`src/hw/rtl/ppd_pkg.sv`:
```
// Shared types, constants and register indexes for the perspective divide pipeline.
package ppd_pkg;

    localparam int COORD_W = 32;
    localparam int NUM_W = 2 * COORD_W;
    localparam int QUOT_W = COORD_W;
    localparam int SHIFT_W = 5;
    localparam int CENTER_W = 16;
    localparam int ASPECT_W = 16;
    localparam int PROD_W = COORD_W + ASPECT_W;
    localparam int CFG_IDX_W = 3;
    localparam int DIV_STEPS_DEFAULT = 4;

    localparam logic [QUOT_W-1:0] SAT_QUOTIENT = 32'h7FFF_FF00;

    typedef enum logic [CFG_IDX_W-1:0] {
        CFG_PERSP_SHIFT = 3'd0,
        CFG_ROUND_BIAS  = 3'd1,
        CFG_CENTER_X    = 3'd2,
        CFG_CENTER_Y    = 3'd3,
        CFG_OFFSET_Y    = 3'd4,
        CFG_ASPECT_Y    = 3'd5
    } t_cfg_idx;

    typedef struct packed {
        logic [SHIFT_W-1:0]  persp_shift;
        logic [COORD_W-1:0]  round_bias;
        logic [CENTER_W-1:0] center_x;
        logic [CENTER_W-1:0] center_y;
        logic [COORD_W-1:0]  offset_y;
        logic [ASPECT_W-1:0] aspect_y;
    } t_cfg;

    typedef struct packed {
        logic func;
        logic neg;
        logic sat;
    } t_ctl;

    // work holds {partial remainder, remaining dividend bits / quotient bits}
    typedef struct packed {
        t_ctl               ctl;
        logic [NUM_W-1:0]   work;
        logic [COORD_W-1:0] depth;
    } t_div_item;

endpackage

```
`src/hw/rtl/ppd_prep.sv`:
```
// Input stage: magnitude, shift, rounding bias and overflow test.
module ppd_prep
    import ppd_pkg::*;
(
    input  logic               i_clk,
    input  logic               i_rst_n,
    input  t_cfg               i_cfg,
    input  logic               i_valid,
    output logic               o_stall,
    input  logic               i_func,
    input  logic [COORD_W-1:0] i_view_coord,
    input  logic [COORD_W-1:0] i_depth,
    output logic               o_valid,
    input  logic               i_stall,
    output t_div_item          o_item
);

    logic               r_valid;
    t_div_item          r_item;
    t_div_item          n_item;
    logic [COORD_W-1:0] mag;
    logic [NUM_W-1:0]   num;

    always_comb begin
        mag = i_view_coord[COORD_W-1] ? (~i_view_coord + 1'b1) : i_view_coord;
        num = ({{COORD_W{1'b0}}, mag} << i_cfg.persp_shift)
            + {{COORD_W{1'b0}}, i_cfg.round_bias};
        n_item.ctl.func = i_func;
        n_item.ctl.neg  = i_view_coord[COORD_W-1];
        // zero depth falls out of this compare as an overflow
        n_item.ctl.sat  = !(num[NUM_W-1:COORD_W] < i_depth);
        n_item.work     = num;
        n_item.depth    = i_depth;
    end

    assign o_stall = r_valid && i_stall;

    always_ff @(posedge i_clk) begin
        if (!i_rst_n) begin
            r_valid <= 1'b0;
        end else if (!o_stall) begin
            r_valid <= i_valid;
        end
    end

    always_ff @(posedge i_clk) begin
        if (!o_stall) begin
            r_item <= n_item;
        end
    end

    assign o_valid = r_valid;
    assign o_item  = r_item;

    a_zero_depth_sat: assert property (@(posedge i_clk) disable iff (!i_rst_n)
        r_valid && (r_item.depth == '0) |-> r_item.ctl.sat)
        else $error("zero depth not flagged as overflow");

    a_no_sat_fits: assert property (@(posedge i_clk) disable iff (!i_rst_n)
        r_valid && !r_item.ctl.sat |-> r_item.work[NUM_W-1:COORD_W] < r_item.depth)
        else $error("unsaturated numerator does not fit the quotient width");

endmodule

```
`config.mk`:
```
export PLATFORM = sky130hd
export DESIGN_NAME = ppd_prep
export DESIGN_NICKNAME = d
export VERILOG_FILES = /design/src/hw/rtl/ppd_pkg.sv /design/src/hw/rtl/ppd_prep.sv
export SDC_FILE = /design/constraint.sdc
export NUM_CORES = 1
export LEC_CHECK = 0
export BUFFER_PORTS_ARGS = -buffer_cell sky130_fd_sc_hd__buf_2
export CAP_MARGIN = 40
export CORE_UTILIZATION = 29
export DETAILED_ROUTE_END_ITERATION = 6
export RECOVER_POWER = 50
export SYNTH_ARGS = -nofsm -noshare
export SYNTH_HDL_FRONTEND = slang
export SYNTH_SLANG_ARGS = --single-unit
```
`constraint.sdc`:
```
create_clock -name i_clk -period 27.9 [get_ports i_clk]
set_clock_uncertainty 0.15 [all_clocks]
set_input_delay 5.58 -clock i_clk [delete_from_list [all_inputs] [get_ports i_clk]]
set_output_delay 5.58 -clock i_clk [all_outputs]
set_load 0.05 [all_outputs]
```
Word level (Yosys, flattened, before mapping):

Index checks and enable logic that the tools add are counted.

* register bits after elaboration: 100
* bits of input ports: 186
* output and inout bits: 101
* logic and storage cells: 14

* add/sub/neg operators: 2
* magnitude comparators: 1
* shift-type cells: 1
* multiplexer cells: 1
* bitwise logic cells: 1
* reductions and logical operators: 2

Operator list (count)
* $add A64 B32 Y64: 1
* $shl A32 B5 Y64: 1
* $add A32 B1 Y32 const B: 1
* $lt A32 B32 Y1: 1
* $mux W32: 1
* $not A32 Y32: 1
* $logic_and A1 B1 Y1: 1
* $logic_not A1 Y1: 1

Depth between registers and ports, before layout:

* word-level depth: 7
* depth in mapped cells: 38
* depth with buffers taken out: 36

Least setup slack after synthesis:

Ideal clock, no wire load.

* path type: input -> output
* start: in i_stall
* end: out o_stall
* data arrival time: 8.625 ns
* required time: 22.170 ns
* setup slack: 13.545 ns
* stages: 2
* buffers on the path: 0
* cell sequence: nand2_1 > inv_1

* word-level cells in the longest chain between the ends: 1

RTL lines
* from (decl): RTL line ppd_prep.sv:14 `input logic i_stall,`
* $logic_and A1 B1 Y1: RTL line ppd_prep.sv:36 `assign o_stall = r_valid && i_stall;`
* to (decl): RTL line ppd_prep.sv:9 `output logic o_stall,`

Every way passes these cells.

==> results.cfg <==
[status]
status = finished with violations
failed_checks = capacitance limit, slew limit

[hold_path]
min_path_cells = 1
holdCritStartpoint = o_valid
min_path_type = flop to flop

[setup_path]
crit_fanout = 54
crit_arrival_ns = 16.17
required_ns = 27.87
cp_slowest_stage_delay_ns = 1.64
crit_path_start_kind = input pin
slowest_stage = clkbuf_1
cp-end-kind = flop
reg2reg_depth = 2
critPathMostFrequentCell = a21o_1
critPathLaunch = i_view_coord[31]
r2r_slack_ns = 25.17
worstSetupPathType = input pin to flop
rr_startpoint = o_valid

[floorplanning]
core_sq_mm = 0.0366
die_w_um = 195
initial_utilization = 0.295
rows = 70
die_h_um = 195
die_area_sq_mm = 0.0380
io_pins = 287

[clock_network]
ctsResizeCount = 0
path_clk_slew_ns = 0.08
htree_levels = 3
cts_buffers = 9
cts.sinks = 100
clockRootBuffer = clkbuf_16
ctsHoldBuffers = 0
worstSkewPairLatency_ns = 0.36
clk_path_buf_depth = 2
cts_setup_buffers = 0
cts_tree = yes

[synth]
synth-edff-count = 99
synthCells = 1270
ys_warn_count = 0
yosysSeqAreaShare = 0.277
synth_top_area_share = 0.276
synth_seq_cells = 100
yosys.area.top_type = edfxtp_1
synthArstFlopShare = 0
synth_area_leaders = edfxtp_1, ha_1, nor2_1, nand2_1, a21oi_1
synth_area_sq_mm = 0.0108
synth_flop_cell = edfxtp_1
ys_types = 98
avgSynthCellArea_sq_um = 8.49

[detailed_routing]
met1_length_um = 17700
drtIter0Drc = 950
drtPass1Iterations = 6
antenna_left = 0
highest_layer = met5
vias = 10753
wl_met3_um = 2460
routed_wl_um = 37000
viasPerCell = 5.68
post_drt_wl_per_cell_um = 19.6
drc = 0
routed-wl-met2_um = 16200

[finish]
postLayoutCellArea_sq_mm = 0.0123
layout_commonest_cell = nor2_1
layout_common_cells = nor2_1, clkbuf_1, nand2_1, edfxtp_1, buf_2
syn2layout_area_growth_pct = 14.3
nets = 1668
drive_gt1_frac = 0.137
fin_util = 0.337
stdcell_count = 1892

[run]
cap_violations = 1

[placed_design]
post-place-cells = 1874
hpwlAfterDp_um = 29000
routabilityCongestion = 0.916
port_buffers = 206
dpl_cell_area_sq_mm = 0.0122

[sta]
timing.hold.ws_ns = 1.35
fmax_ghz = 0.0618
setup_viol = 0
relSlewSlack = -0.559
hold_violations = 0
fin_crit_sh = 0.580
grt_setup_unrepaired = false
tightest_slew_ns = 2.34
setup_tns_ns = 0
min_period_ns = 16.19
slew_violations = 55

[pwr]
p_leak_uw = 0.00487
vdd_drop_max_mv = 0.0257
cellPowerDensity_mw_per_mm2 = 50.6

[global_routing]
grt-ovfl-total = 0
grt_pass1_vias = 9944
grt_max_degree = 70
antenna_found_initial = 2
grt_usage = 0.189
grt_pass1_wl_um = 56900
## stage by stage
step                      total power [uW]  setup WS, ns
after floorplan                        421         13.55
after CTS                              631         13.50
after global placement                 494         13.13
after global routing                   653         10.77
after detailed placement               497         13.14
final                                  624         11.71
## final timing paths
kind | end
worst max register to register | o_item[94]
worst max-delay path | o_item[96]
worst min register to register | o_item[63]
worst min-delay path | o_item[63]
## layout make-up
class,instances,area (sq um)
fill,3907,24300
sequential,100,2990
inverter,59,221
clock inverter,7,81.3
clock buffer,9,225
antenna,2,5.00
timing repair buffer,221,1000
tap,468,586
multi-input combinational,1026,7210
## Yosys cell counts (all sizes together) (13+ instances only)
master / count
a211oi: 19
a21o: 24
a21oi: 73
a31oi: 15
and3: 13
buf: 22
clkbuf: 64
edfxtp: 99
ha: 64
inv: 57
mux2: 19
mux2i: 27
nand2: 108
nand2b: 14
nand3: 20
nand4: 20
nor2: 126
nor3: 37
nor4: 33
o211ai: 21
o21a: 16
o21ai: 63
o22ai: 19
or2: 13
or4: 18
xnor2: 41
xor2: 24
## per-layer routing
| layer | up-vias | global-route usage |
|---|---|---|
| li1 | 5161 | - |
| met1 | 5112 | 0.271 |
| met2 | 433 | 0.295 |
| met3 | 45 | 0.0276 |
| met4 | 2 | 0.0496 |
| met5 | - | 0 |
## sequential cells by signal (all words and copies together), names as in the netlist
name	cells
o_item	99
o_valid	1
## where the power goes
group          switching (uW)  internal, uW
sequential               6.85           194
combinational             210          82.0
clock                    60.5          71.0
## cells by family (layout without fill, tap and decap cells)
| family | count (synthesis) | count (layout) | share of synthesized area |
|---|---|---|---|
| AOI/OAI and AO/OA | 379 | 379 | 0.251 |
| and+or+nand+nor | 461 | 461 | 0.227 |
| DFF | 100 | 100 | 0.277 |
| buffers and inverters | 145 | 296 | 0.0539 |
| muxes | 54 | 54 | 0.0619 |
| xor gates and xnor gates | 65 | 65 | 0.0528 |
| other | 1 | 4 | 0.000348 |
| adders and majority gates | 65 | 65 | 0.0761 |
## critical path, delay by kind of cell
family / cells / cell delay [ns]
buffers and inverters: 3 / 2.70
AO/OA/AOI/OAI: 22 / 5.40
AND/OR/NAND/NOR: 4 / 1.30
adder cells (fa/ha/maj): 2 / 0.78
multiplexers: 1 / 0.36
Power figures use the tool's default switching activity.
