<file path="config.mk">
export PLATFORM = sky130hd
export DESIGN_NAME = ppd_div_stage
export DESIGN_NICKNAME = d
export VERILOG_FILES = /design/src/hw/rtl/ppd_pkg.sv /design/src/hw/rtl/ppd_div_stage.sv
export SDC_FILE = /design/constraint.sdc
export NUM_CORES = 1
export LEC_CHECK = 0
export BUFFER_PORTS_ARGS = -buffer_cell sky130_fd_sc_hd__buf_2
export CAP_MARGIN = 20
export CORE_MARGIN = 5
export CORE_UTILIZATION = 50
export CTS_CLUSTER_DIAMETER = 50
export DETAILED_ROUTE_END_ITERATION = 6
export PLACE_DENSITY_LB_ADDON = 0.15
export SLEW_MARGIN = 20
export SYNTH_ARGS = -nofsm -noshare
export SYNTH_HDL_FRONTEND = slang
export SYNTH_SLANG_ARGS = --single-unit
</file>
<file path="constraint.sdc">
create_clock -name i_clk -period 27.2 [get_ports i_clk]
set_input_delay 2.72 -clock i_clk [delete_from_list [all_inputs] [get_ports i_clk]]
set_output_delay 2.72 -clock i_clk [all_outputs]
set_load 0.005 [all_outputs]
</file>
<file path="src/hw/rtl/ppd_pkg.sv">
// Shared types, constants and register indexes for the perspective divide pipeline.
package ppd_pkg;

    localparam int COORD_W = 32;
    localparam int NUM_W = 2 * COORD_W;
    localparam int QUOT_W = COORD_W;
    localparam int SHIFT_W = 5;
    localparam int CENTER_W = 16;
    localparam int ASPECT_W = 16;
    localparam int PROD_W = COORD_W + ASPECT_W;
    localparam int CFG_IDX_W = 3;
    localparam int DIV_STEPS_DEFAULT = 4;

    localparam logic [QUOT_W-1:0] SAT_QUOTIENT = 32'h7FFF_FF00;

    typedef enum logic [CFG_IDX_W-1:0] {
        CFG_PERSP_SHIFT = 3'd0,
        CFG_ROUND_BIAS  = 3'd1,
        CFG_CENTER_X    = 3'd2,
        CFG_CENTER_Y    = 3'd3,
        CFG_OFFSET_Y    = 3'd4,
        CFG_ASPECT_Y    = 3'd5
    } t_cfg_idx;

    typedef struct packed {
        logic [SHIFT_W-1:0]  persp_shift;
        logic [COORD_W-1:0]  round_bias;
        logic [CENTER_W-1:0] center_x;
        logic [CENTER_W-1:0] center_y;
        logic [COORD_W-1:0]  offset_y;
        logic [ASPECT_W-1:0] aspect_y;
    } t_cfg;

    typedef struct packed {
        logic func;
        logic neg;
        logic sat;
    } t_ctl;

    // work holds {partial remainder, remaining dividend bits / quotient bits}
    typedef struct packed {
        t_ctl               ctl;
        logic [NUM_W-1:0]   work;
        logic [COORD_W-1:0] depth;
    } t_div_item;

endpackage

</file>
<file path="src/hw/rtl/ppd_div_stage.sv">
// One divider stage: a few restoring quotient steps behind a register.
module ppd_div_stage
    import ppd_pkg::*;
#(
    parameter int P_STEPS = DIV_STEPS_DEFAULT
) (
    input  logic      i_clk,
    input  logic      i_rst_n,
    input  logic      i_valid,
    output logic      o_stall,
    input  t_div_item i_item,
    output logic      o_valid,
    input  logic      i_stall,
    output t_div_item o_item
);

    logic      r_valid;
    t_div_item r_item;
    t_div_item n_item;

    always_comb begin
        logic [COORD_W:0] trial;
        logic             fits;
        n_item = i_item;
        for (int s = 0; s < P_STEPS; s++) begin
            trial = {n_item.work[NUM_W-1:COORD_W], n_item.work[COORD_W-1]};
            fits  = trial >= {1'b0, n_item.depth};
            if (fits) begin
                trial = trial - {1'b0, n_item.depth};
            end
            // shift in the quotient bit at the bottom
            n_item.work = {trial[COORD_W-1:0], n_item.work[COORD_W-2:0], fits};
        end
    end

    assign o_stall = r_valid && i_stall;

    always_ff @(posedge i_clk) begin
        if (!i_rst_n) begin
            r_valid <= 1'b0;
        end else if (!o_stall) begin
            r_valid <= i_valid;
        end
    end

    always_ff @(posedge i_clk) begin
        if (!o_stall) begin
            r_item <= n_item;
        end
    end

    assign o_valid = r_valid;
    assign o_item  = r_item;

    a_rem_below_depth: assert property (@(posedge i_clk) disable iff (!i_rst_n)
        r_valid && !r_item.ctl.sat |-> r_item.work[NUM_W-1:COORD_W] < r_item.depth)
        else $error("partial remainder not below divisor");

endmodule

</file>
== Yosys cells after proc, flatten, opt, wreduce, memory -nomap -nowiden ==
Index checks and enable logic that the tools add are counted.
Word-level totals
  bits in registers: 100
  latch bits: 0
  RAM bits: 0
  ROM bits: 0
  input port bits: 103
  output and inout port bits: 101
  logic and storage cells: 19
  memories kept: 0
Cells by class
  add/subtract/negate cells: 4
  multipliers: 0
  divide/modulo/power cells: 0
  magnitude comparators: 4
  eq/ne operators: 0
  shift operators: 0
  multiplexer cells: 4
  bitwise gates (word level): 0
  reduce and logical (&&, ||, !) cells: 1
Operator list (number)
  greater-or-equal comparator 33 x 32 -> 1 bit: 4
  two-way mux 32 bit: 4
  subtractor 32 bit: 4
  logical AND 1 bit: 1

== Depth between registers and ports, before layout ==
  word-level depth: 8
  mapped depth: 55
  mapped depth without buffers: 50

== Least setup slack after synthesis ==
Ideal clock, no wire load.
  path type: in2reg
  from: input port i_item[25] in the netlist's numbering
  to: register r_item, in the netlist o_item[66] (data pin)
  setup time: 262 ps
  arrival: 12933 ps
  data required time: 26938 ps
  slack: 14005 ps
  cell stages on the path: 51
  path buffers: 8
  path through: inv_1 -> ha_1 -> buf_6 -> and4_4 -> and4_4 -> a311o_1 -> a311o_1 -> a31oi_2 -> buf_4 -> clkbuf_1 -> buf_2 -> nor2_1 -> a21oi_1 -> inv_1 -> ha_1 -> o211ai_1 -> nor2_1 -> o2111ai_1 -> (+15 left out) -> o2bb2ai_1 -> o21ai_1 -> mux2i_4 -> buf_2 -> mux2_2 -> ha_1 -> and3_1 -> a221o_1 -> a21o_1 -> nand2_1 -> o211ai_1 -> a31oi_1 -> o41ai_1 -> a211oi_1 -> nand3_2 -> nand2_2 -> inv_2 -> mux2_1
RTL lines
  start: declaration: RTL line ppd_div_stage.sv:11  | input t_div_item i_item,
  end signal: assignment: RTL line ppd_div_stage.sv:48  | r_item <= n_item;
  end: declaration: RTL line ppd_div_stage.sv:18  | t_div_item r_item;

==> impl_results.md <==
- Status: complete, no violations
- Cell Rows: between 50 and 60
- Hold Crit Class: flop to flop
- Drt total wl: between 30 and 40 mm
- Die area: 25800 um2
- First-pass GRT wire length: between 50 and 60 mm
- Synth top area share: 0.262
- Routed Antenna Nets: 0
- Largest area contributor in the netlist: edfxtp_1
- Die Y-Extent: approximately 160 um
- Starting Density: 0.505
- Ant. Diodes: 0
- Fin crit share: 0.580
- PwrDens: 142 nW/um2
- Ys flop type: edfxtp_1
- Critical Path End: o_item[74]
- Clk slew on worst S/H paths: roughly 0.080 ns
- Post-Syn Area per Cell: 8.43 um2
- Synth Net Count: approximately 1600
- Worst slew margin: 0.396
- Worst EP arrival: about 16 ns
- FF-to-FF End: o_item[31]
- R2R Setup Slk: about 25 ns
- Worst setup path category: primary input to flop
- Global route overflow: 0
- WP data required: 27.30 ns
- CTS buffer count: 9
- Crit-path max cell delay: about 0.6 ns
- Vias in the first global route: 10300
- Final TNS setup: 0 ns
- Final core occ: 0.571
- Setup WS post-layout: 11.43 ns
- Clk_skew: 0.0104 ns
- Initial antenna violation count: 0
- Startpoint types: primary input
- Total power: roughly 1800 uW
- R2R depth: 2
- Vias: around 11000
- Router iterations before antenna repair: 6
- Cell Area, Synth: ~11000 um2
- Sw Share: 0.505
- CTS sink cnt: 100
- Dpl ws: between 10 and 15 ns
- Mapped Cells: 1348
- Yosys reg bits: 100
- Post-CTS Setup Inserts: 0
- Synth top area cells: edfxtp_1 (26%), ha_1 (14%), a21oi_1 (6.4%)
- Crit path time final: ~16 ns
- Crit-path max FO: 42
- Max Root-Sink Buffers: 2
- Clk root buf: clkbuf_16
- Post-detail-place hpwl: ~29 mm
- Post-synth cell types: 78
- Pin count of the biggest net entering global routing: 75
- Crit path depth: 47
- 1st-iter DRT viols: between 800 and 900
- Clk Latency, worst-skew pair: 0.37 ns
- Psw: approximately 900 uW
- Sequential Power Share: 0.145
- GRT Resource Usage Total: 0.260
- Setup crit start: i_item[1]
- Wire per inst: roughly 20 um
- Buffers added on ports: approximately 200
- Drt drc: 0
- CTS H-tree depth: 3
- Slowest stage cell, crit path: nand2_2
- Crit path buf inv count: 8
- Hold Violations, Final: 0
- Synthesis-to-layout area growth: 13.1%
- Post-CTS sizing: 0
- Hold Buf Count CTS: 0
- Part of the Yosys area used for sequential elements: 0.263
- Gpl congestion: about 1
- Worst R2R Start: o_valid
- Peak VDD IR: between 0.05 and 0.06 mV
- Internal: between 900 and 1000 uW
- Logic pwr share: 0.784
- F_max: ~63 MHz
- Async SR Flop Fraction: 0
- Pleak: approximately 0.006 uW
- Core area: around 23000 um2
- Routed vias/inst: just over 6
- Post-synth EDFFs: approximately 100
- Unrepaired setup endpoints after global routing: no
- Top delay family on crit path: compound AO/OA/AOI/OAI gates
- Die Span X: between 150 and 200 um
- Worst slew pin tran: 0.905 ns
- Final setup viols: 0
- Clock share of power: 0.071
- Synth Warn #: 0
- Element type at the critical path end: flop
- MaxCap Viol Count: 0
- IO Pins: around 200
- Nets: roughly 1800
- Share of cells above drive strength 1: 0.171
- Max-slew violations: 0
- CTS tree: yes
[area by class of cell]
class,instances,area [um2]
clock buffer,9,225
clock inverter,7,57.6
timing repair buffer,207,1050
inverter,93,352
fill,2065,9650
multi-input combinational,1115,7820
sequential,100,2990
tap,285,357
[power groups by stage]
| stage | registers (uW) | logic, uW | clock network [uW] |
|---|---|---|---|
| final | 265 | 1430 | 130 |
| after global routing | 269 | 1560 | 137 |
| after CTS | 266 | 1400 | 133 |
| after detailed placement | 269 | 1390 | 0 |
| after global placement | 269 | 1380 | 0 |
| after floorplan | 275 | 1070 | 0 |
[synth_stat cells, drive strengths merged, types with 6 or more instances]
library cell / instances
mux2: 21
a31oi: 15
and3: 17
mux2i: 25
a21o: 53
and4: 10
nor2: 109
clkbuf: 14
nor3: 12
a21boi: 9
a21oi: 145
edfxtp: 99
ha: 128
o221ai: 17
a22oi: 10
nand3: 30
o211ai: 16
o21bai: 13
nand2b: 20
o21ai: 99
xor2: 40
nand4: 19
o21a: 21
xnor2: 63
or3: 6
and2: 10
buf: 26
nor4: 6
a211oi: 13
inv: 92
nand2: 112
nor2b: 17
[flip-flops by register name, indices dropped and copies added, names as in the netlist]
signal / cells
o_item: 99
o_valid: 1
[placed cells by master, fill, tap and decap left out, types with 11 or more instances in the layout]
master      n
ha_1      128
xor2_1     40
nor3_1     12
inv_1      89
buf_2     203
a211oi_1   13
o221ai_1   17
a31oi_1    13
nor2b_1    17
a21oi_1   145
o211ai_1   15
nand3_1    28
nand2_1   110
edfxtp_1   99
nand4_1    19
o21bai_1   13
o21ai_1    11
a21o_1     53
and3_1     17
mux2_2     16
mux2i_1    24
nor2_1    109
xnor2_1    63
nand2b_1   20
o21a_1     21
o21ai_0    88
[worst min-delay path by stage]
stage	start	to	slack, ns	depth (start not counted)
floorplan	o_valid	o_item[0]	2.59	1
global placement	o_valid	o_item[60]	0.86	1
detailed placement	o_valid	o_item[40]	0.87	1
CTS	o_valid	o_item[1]	0.89	1
global route	o_valid	o_item[60]	0.93	1
finish	o_valid	o_item[60]	0.86	1
[per-layer routing]
metal	share of wire	vias up	track usage
met2	0.44	506	0.419
met4	0.018	0	0.0547
met5	0	-	0
met1	0.46	5083	0.369
li1	-	5362	-
met3	0.081	50	0.0444
[worst register-to-register path, cell delays in order, from the launching register on]
cell     delay, ns
dfxtp_1       0.33
nand2_4       0.31
buf_4         0.78
[through the flow]
| stage | area [um2] | hold WS (ns) | instances |
|---|---|---|---|
| detailed placement | 12600 | 0.874 | 1800 |
| finish | 12900 | 0.855 | 1816 |
| global placement | 12600 | 0.864 | 1800 |
| floorplan | 11400 | 2.59 | 1348 |
| global route | 12900 | 0.931 | 1816 |
| CTS | 12900 | 0.890 | 1816 |
[kinds of logic after synthesis]
logic type | synth area share
fa+ha+maj | 0.148
mux | 0.0443
compound gates | 0.256
buf+inv | 0.0487
simple gates | 0.160
xor+xnor | 0.0794
flops | 0.263
No activity file was read; power rests on OpenSTA's default activity.
