File: src/hw/rtl/ppd_pkg.sv
// Shared types, constants and register indexes for the perspective divide pipeline.
package ppd_pkg;

    localparam int COORD_W = 32;
    localparam int NUM_W = 2 * COORD_W;
    localparam int QUOT_W = COORD_W;
    localparam int SHIFT_W = 5;
    localparam int CENTER_W = 16;
    localparam int ASPECT_W = 16;
    localparam int PROD_W = COORD_W + ASPECT_W;
    localparam int CFG_IDX_W = 3;
    localparam int DIV_STEPS_DEFAULT = 4;

    localparam logic [QUOT_W-1:0] SAT_QUOTIENT = 32'h7FFF_FF00;

    typedef enum logic [CFG_IDX_W-1:0] {
        CFG_PERSP_SHIFT = 3'd0,
        CFG_ROUND_BIAS  = 3'd1,
        CFG_CENTER_X    = 3'd2,
        CFG_CENTER_Y    = 3'd3,
        CFG_OFFSET_Y    = 3'd4,
        CFG_ASPECT_Y    = 3'd5
    } t_cfg_idx;

    typedef struct packed {
        logic [SHIFT_W-1:0]  persp_shift;
        logic [COORD_W-1:0]  round_bias;
        logic [CENTER_W-1:0] center_x;
        logic [CENTER_W-1:0] center_y;
        logic [COORD_W-1:0]  offset_y;
        logic [ASPECT_W-1:0] aspect_y;
    } t_cfg;

    typedef struct packed {
        logic func;
        logic neg;
        logic sat;
    } t_ctl;

    // work holds {partial remainder, remaining dividend bits / quotient bits}
    typedef struct packed {
        t_ctl               ctl;
        logic [NUM_W-1:0]   work;
        logic [COORD_W-1:0] depth;
    } t_div_item;

endpackage

File: src/hw/rtl/ppd_post.sv
// Output stages: saturation select, sign restore, Y aspect scale and screen offsets.
module ppd_post
    import ppd_pkg::*;
(
    input  logic               i_clk,
    input  logic               i_rst_n,
    input  t_cfg               i_cfg,
    input  logic               i_valid,
    output logic               o_stall,
    input  t_div_item          i_item,
    output logic               o_valid,
    input  logic               i_stall,
    output logic [COORD_W-1:0] o_screen_coord,
    output logic               o_saturated
);

    // stage 1: signed offset and its magnitude for the aspect scale
    logic               r_v1;
    logic               r_func1;
    logic               r_sat1;
    logic               r_neg1;
    logic [COORD_W-1:0] r_off1;
    logic [COORD_W-1:0] r_mag1;
    logic [QUOT_W-1:0]  quot;
    logic [COORD_W-1:0] n_off1;
    logic               stall1;

    // stage 2: aspect product
    logic               r_v2;
    logic               r_func2;
    logic               r_sat2;
    logic               r_neg2;
    logic [COORD_W-1:0] r_off2;
    logic [PROD_W-1:0]  r_prod2;
    logic               stall2;

    // stage 3: output register
    logic               r_v3;
    logic [COORD_W-1:0] r_res3;
    logic               r_sat3;
    logic [COORD_W-1:0] scaled;
    logic [COORD_W-1:0] off_y;
    logic [COORD_W-1:0] n_res3;
    logic               stall3;

    assign stall3  = r_v3 && i_stall;
    assign stall2  = r_v2 && stall3;
    assign stall1  = r_v1 && stall2;
    assign o_stall = stall1;

    always_comb begin
        quot   = i_item.ctl.sat ? SAT_QUOTIENT : i_item.work[QUOT_W-1:0];
        n_off1 = i_item.ctl.neg ? (~quot + 1'b1) : quot;
    end

    always_comb begin
        scaled = r_prod2[PROD_W-1:ASPECT_W];
        if (i_cfg.aspect_y != '0) begin
            off_y = r_neg2 ? (~scaled + 1'b1) : scaled;
        end else begin
            off_y = r_off2;
        end
        if (r_func2) begin
            n_res3 = off_y + {{(COORD_W-CENTER_W){1'b0}}, i_cfg.center_y} + i_cfg.offset_y;
        end else begin
            n_res3 = r_off2 + {{(COORD_W-CENTER_W){1'b0}}, i_cfg.center_x};
        end
    end

    always_ff @(posedge i_clk) begin
        if (!i_rst_n) begin
            r_v1 <= 1'b0;
            r_v2 <= 1'b0;
            r_v3 <= 1'b0;
        end else begin
            if (!stall1) begin
                r_v1 <= i_valid;
            end
            if (!stall2) begin
                r_v2 <= r_v1;
            end
            if (!stall3) begin
                r_v3 <= r_v2;
            end
        end
    end

    always_ff @(posedge i_clk) begin
        if (!stall1) begin
            r_func1 <= i_item.ctl.func;
            r_sat1  <= i_item.ctl.sat;
            r_off1  <= n_off1;
            r_neg1  <= n_off1[COORD_W-1];
            r_mag1  <= n_off1[COORD_W-1] ? (~n_off1 + 1'b1) : n_off1;
        end
        if (!stall2) begin
            r_func2 <= r_func1;
            r_sat2  <= r_sat1;
            r_neg2  <= r_neg1;
            r_off2  <= r_off1;
            r_prod2 <= PROD_W'(r_mag1) * PROD_W'(i_cfg.aspect_y);
        end
        if (!stall3) begin
            r_res3 <= n_res3;
            r_sat3 <= r_sat2;
        end
    end

    assign o_valid        = r_v3;
    assign o_screen_coord = r_res3;
    assign o_saturated    = r_sat3;

    a_sat_offset: assert property (@(posedge i_clk) disable iff (!i_rst_n)
        r_v1 && r_sat1 |-> (r_off1 == SAT_QUOTIENT) || (r_off1 == ~SAT_QUOTIENT + 1'b1))
        else $error("saturated item lost its substitute quotient");

    a_mag_sign: assert property (@(posedge i_clk) disable iff (!i_rst_n)
        r_v1 && !r_neg1 |-> r_mag1 == r_off1)
        else $error("magnitude of a positive offset differs from the offset");

endmodule

File: config.mk
export PLATFORM = sky130hd
export DESIGN_NAME = ppd_post
export DESIGN_NICKNAME = d
export VERILOG_FILES = /design/src/hw/rtl/ppd_pkg.sv /design/src/hw/rtl/ppd_post.sv
export SDC_FILE = /design/constraint.sdc
export NUM_CORES = 2
export LEC_CHECK = 0
export BUFFER_PORTS_ARGS = -buffer_cell sky130_fd_sc_hd__buf_2
export CAP_MARGIN = 20
export CORE_UTILIZATION = 60
export DETAILED_ROUTE_END_ITERATION = 10
export PLACE_DENSITY_LB_ADDON = 0.25
export REMOVE_ABC_BUFFERS = 1
export SYNTH_ARGS = -nofsm -noshare
export SYNTH_HDL_FRONTEND = slang
export SYNTH_SLANG_ARGS = --single-unit
File: constraint.sdc
create_clock -name i_clk -period 6.7 [get_ports i_clk]
set_input_delay 0.335 -clock i_clk [delete_from_list [all_inputs] [get_ports i_clk]]
set_output_delay 0.335 -clock i_clk [all_outputs]
set_load 0.03 [all_outputs]
Word level (Yosys, flattened, before mapping)

Index checks and enable logic that the tools add are counted.

Reductions and logical operators: 4
Multipliers: 1
Bitwise logic cells: 3
Add/subtract/negate cells: 6
Mux-type cells: 6

Operators by type and width:

| operator                | number |
|---|---|
| $mux W32                | 5 |
| $add A32 B1 Y32 const B | 3 |
| $not A32 Y32            | 3 |
| $add A32 B16 Y32        | 2 |
| $mul A32 B16 Y48        | 1 |
| $add A32 B32 Y32        | 1 |
| $mux W31                | 1 |
| $reduce_bool A16 Y1     | 1 |
| $logic_and A1 B1 Y1     | 3 |

Bits of input ports: 220
Logic and storage cells: 36
Output and inout bits: 35
Flip-flop bits (word level): 186

Depth between registers and ports, before layout

Depth in word-level cells: 7
Gate-level depth with buffers: 24
Depth with buffers taken out: 23

Least setup slack after synthesis

OpenSTA, ideal clock, no wires.

Kind: register to register
From: reg r_mag1[7]
To: reg r_prod2[29], data pin
Clock period less this slack: 6.100 ns
Setup time: 0.260 ns
Stages on the path, launching flop included: 24
Data required time: 6.440 ns
Data arrival time: 5.840 ns
Path buffers: 1
Setup slack: 0.600 ns
Path through: edfxtp_1 clkbuf_1 nand2_1 fa_1 inv_1 fa_1 inv_1 fa_1 inv_1 fa_1 fa_1 inv_1 fa_1 inv_1 ha_1 nand2_1 o21ai_0 o211ai_1 a211oi_1 or2_2 nor2_1 a21boi_0 a31oi_1 xnor2_1

Longest elaborated chain between the ends: 1

Ends and longest elaborated chain:

| item                   | line            | RTL |
|---|---|---|
| from (decl)            | ppd_post.sv:23  | `logic [COORD_W-1:0] r_mag1;` |
| from (signal assigned) | ppd_post.sv:94  | `r_mag1 <= n_off1[COORD_W-1] ? (~n_off1 + 1'b1) : n_off1;` |
| $mul A32 B16 Y48       | ppd_post.sv:101 | `r_prod2 <= PROD_W'(r_mag1) * PROD_W'(i_cfg.aspect_y);` |
| to (signal assigned)   | ppd_post.sv:101 |  |
| to (decl)              | ppd_post.sv:34  | `logic [PROD_W-1:0] r_prod2;` |

Every way passes these cells.
A chain may end at the register's enable or synchronous reset.

Final worst setup path

From: reg r_mag1[8]
To: reg r_prod2[46], data pin

Same word-level chain as after synthesis.

==> results.md <==
Synth:
- The post-synthesis sequential element count is 167.
- The sequential fraction of the synthesis area is 18.6%.
- The unique cell type count in the Yosys netlist is 72.
- The synthesized area per cell is 9.22 um^2.
- In the synthesized netlist the async set-or-reset flop fraction comes to 0%.
- After synthesis the cells add up to 26800 um^2.
- The number of flops mapped to enable cells by yosys is 164.
- The primary flip-flop cell chosen by synthesis mapping is edfxtp_1.
- Yosys printed 0 warnings.
- In the synthesized netlist, the number of instances is 2910.

Hold path:
- The worst hold-check path type is primary input to flip-flop.
- The worst hold path begins at i_item[98].

Setup path:
- The largest fanout on the critical path is 8.
- The startpoint identified for the worst register-to-register timing path is r_mag1[8].
- The critical register-to-register path endpoint is r_prod2[46].
- The critical path data required time is 6900 ps.
- The start point of the critical path is r_mag1[8].
- The worst setup path is launched from a flip-flop.
- The endpoint type of the worst setup path is a flip-flop.
- The arrival time at the worst endpoint is 6690 ps.
- The worst register-to-register path has a setup slack of 210 ps.
- The critical path class is flip-flop to flip-flop.
- The critical path ends at r_prod2[46].
- The depth of the worst register-to-register path is 20.

Cells and area:
- Fill cells in the final layout number 3553.
- After the last flow step, the layout net total stands at 3917.
- Leaving out fill and tap cells, the most frequent cells in the layout are 543 x inv_1, 435 x fa_1, 398 x nand2_1, 212 x and2_1, 180 x ha_1.
- The area growth from synthesis to layout is 9.88%.
- The post-route netlist has 10.9% of its cells at a drive strength greater than 1.
- The commonest non-fill, non-tap cell in the layout is inv_1.

CTS:
- The CTS clock-pin slew for the worst setup and hold paths is 70 ps.
- The total clock buffers created by CTS is 17.
- Counting every sink on the clock net gives 167.
- The buffer depth of the longest clock path is 2.
- The TritonCTS clock tree is yes.
- The later pin in the worst-skew pair is clocked with a latency of 450 ps.
- The number of levels the H-tree was split into is 4.
- The quantity of hold-fixing buffers added after cts is 0.
- The cell chosen for the clock root is clkbuf_16.

GRT:
- In the global route stage, overall resource usage came out at 31.0%.
- The global route total overflow is 0.
- The initial antenna violation count was 9.
- Entering global routing, the biggest net connects 67 pins.
- The number of global-route vias before repair came to 22500.
- The first-pass GRT wire length is 110000 um.

Timing:
- After layout, the worst path uses 96.8% of the clock period.
- Setup violations remaining at the end of the flow were counted as 0.
- Setup repair after global routing could not meet its margin everywhere.
- The worst path meets setup with 215 ps of slack.
- Hold is met by 66.7 ps.
- The number of endpoints with negative hold slack in the final report is 0.
- Static timing analysis puts the maximum clock frequency at 0.154 GHz.
- At the pin with the least slew margin, the transition time is 1130 ps.
- The largest clock skew in the final design is 13.9 ps.
- The headroom to the max-slew limit is 24.3%.
- The shortest clock period the worst path allows after layout is 6490 ps.
- The number of max-slew violations in the final report is 0.

Floorplanning:
- The die covers 45600 um^2.
- The starting density of the core is 60.8%.
- In this run the count of I/O pins placed on the die edge is 255.
- The vertical die dimension is 213 um.
- In this run the core area contains 77 standard-cell rows.
- The region available for standard cell placement spans 44100 um^2.
- The die width is 213 um.

Flow run:
- The max-cap check violation count is 0.

Routing:
- For this block, the via count after detailed routing is 21400.
- The sum of routed wire length over all layers is 67600 um.
- The first routing iteration left 1723 violations.
- The post-route DRC violation count is 0.
- The first TritonRoute pass finished after 5 iterations.
- The count of nets left with antenna violations once routing finished came out at 0.
- Dividing the detail-routed via count by the number of cells gives 5.78.
- Dividing the detail-routed wire length by the instance count gives 18.3 um.

Status:
- The run finished with clean final reports.

Place:
- The pre-CTS setup slack is -169 ps.
- Routability-driven placement finished with a final weighted congestion of 0.997.
- Input and output buffers added on the ports amount to 153.
- The half-perimeter wire length of the detailed placement result is 54400 um.
==> metrics by stage <==
step | util [%] | cell area, um^2 | std cells | setup TNS (ps)
3_5_place_dp | 64.9 | 28600 | 3629 | -462
6_report | 66.8 | 29500 | 3696 | 0
2_1_floorplan | - | 26400 | 2794 | 0
3_3_place_gp | 64.9 | 28600 | 3629 | -176
4_1_cts | 66.2 | 29200 | 3661 | 0
5_1_grt | 66.8 | 29500 | 3695 | -25.0
==> cells by family (layout without fill, tap and decap cells) <==
family / count (synthesis) / in the layout / share of synthesized area, %
fa+ha+maj: 616 / 616 / 40.9
mux: 18 / 18 / 0.695
simple gates: 912 / 912 / 16.7
compound gates: 387 / 387 / 9.00
flops: 167 / 167 / 18.6
buf+inv: 660 / 844 / 9.25
other cells: 0 / 10 / 0
xor+xnor: 150 / 150 / 4.90
==> area by class of cell <==
type / count / area [um^2] / share of cell area [%]
antenna: 10 / 25.0 / 0.0849
clock buffer: 17 / 425 / 1.44
clock inverter: 15 / 144 / 0.488
inverter: 544 / 2040 / 6.93
multi-input combinational: 2083 / 19400 / 65.8
sequential: 167 / 4980 / 16.9
tap: 592 / 741 / 2.51
timing repair buffer: 268 / 1730 / 5.86
==> synth_stat cells (6+ instances only) <==
library cell  instances  area (um^2)
a211oi_1             15          113
a21o_1               35          263
a21oi_1             115          576
a31oi_1              23          144
and2_1              213         1330
and3_1               19          119
clkbuf_1            108          405
edfxtp_1            164         4920
fa_1                435         8710
ha_1                181         2260
inv_1               544         2040
mux2i_1              13          130
nand2_1             399         1500
nand2b_1             15         93.8
nand3_1              27          135
nand4_1              25          156
nor2_1              105          394
nor2b_1              19          119
nor3_1               21          105
nor4_1               13         81.3
o211ai_1              9         67.6
o21a_1               14          105
o21ai_0             101          505
o21bai_1              9         67.6
o22ai_1               6         37.5
o31ai_1              13         97.6
o41ai_1               8         70.1
or2_2                 8         50.1
or3_1                17          106
or4_1                 8         60.1
xnor2_1              76          666
xor2_1               74          648
==> per-layer routing <==
layer,GRT usage (%),routed length [um],up-vias
li1,-,-,9608
met1,37.4,25700,10700
met2,54.8,35100,821
met3,3.22,3590,218
met4,16.1,3160,0
met5,0,0,-
==> worst min-delay path by stage <==
stage / end / slack [ps] / depth (start not counted)
after global routing: r_func1 / 60 / 1
after CTS: r_func1 / 60 / 1
after global placement: r_neg2 / 400 / 0
after floorplan: o_saturated / 400 / 0
after detailed placement: r_neg2 / 400 / 0
final: r_func1 / 70 / 1
==> state kept, by name, indices dropped and copies added (netlist names) <==
signal / cells
o_screen_coord: 32
r_prod2: 32
r_mag1: 31
r_off1: 31
r_off2: 31
o_saturated: 1
o_valid: 1
r_func1: 1
r_func2: 1
r_neg1: 1
r_neg2: 1
r_sat1: 1
r_sat2: 1
r_v1: 1
r_v2: 1
==> what timing repair did <==
action / 4_1_cts / 5_1_grt
buffers inserted: 0 / 25
setup endpoints to repair: 9 / 13
resized for setup: 1 / 7
pin swaps: 0 / 2
==> worst max-delay path, cell delays in order, from the launching register on <==
cell and delay (ps):
edfxtp_1 510, buf_4 200, buf_4 160, and2_1 170
fa_1 560, fa_1 430, fa_1 550, fa_1 450
fa_1 490, inv_1 50, fa_1 470, inv_1 40
ha_1 350, nand4_1 230, o22ai_1 460, o21ai_0 180
buf_4 180, a311oi_2 340, or2_2 200, a21oi_1 80
xnor2_1 130
Power is not shown: default switching activity piles up to over one toggle a cycle in this logic, so the estimate is an artifact.
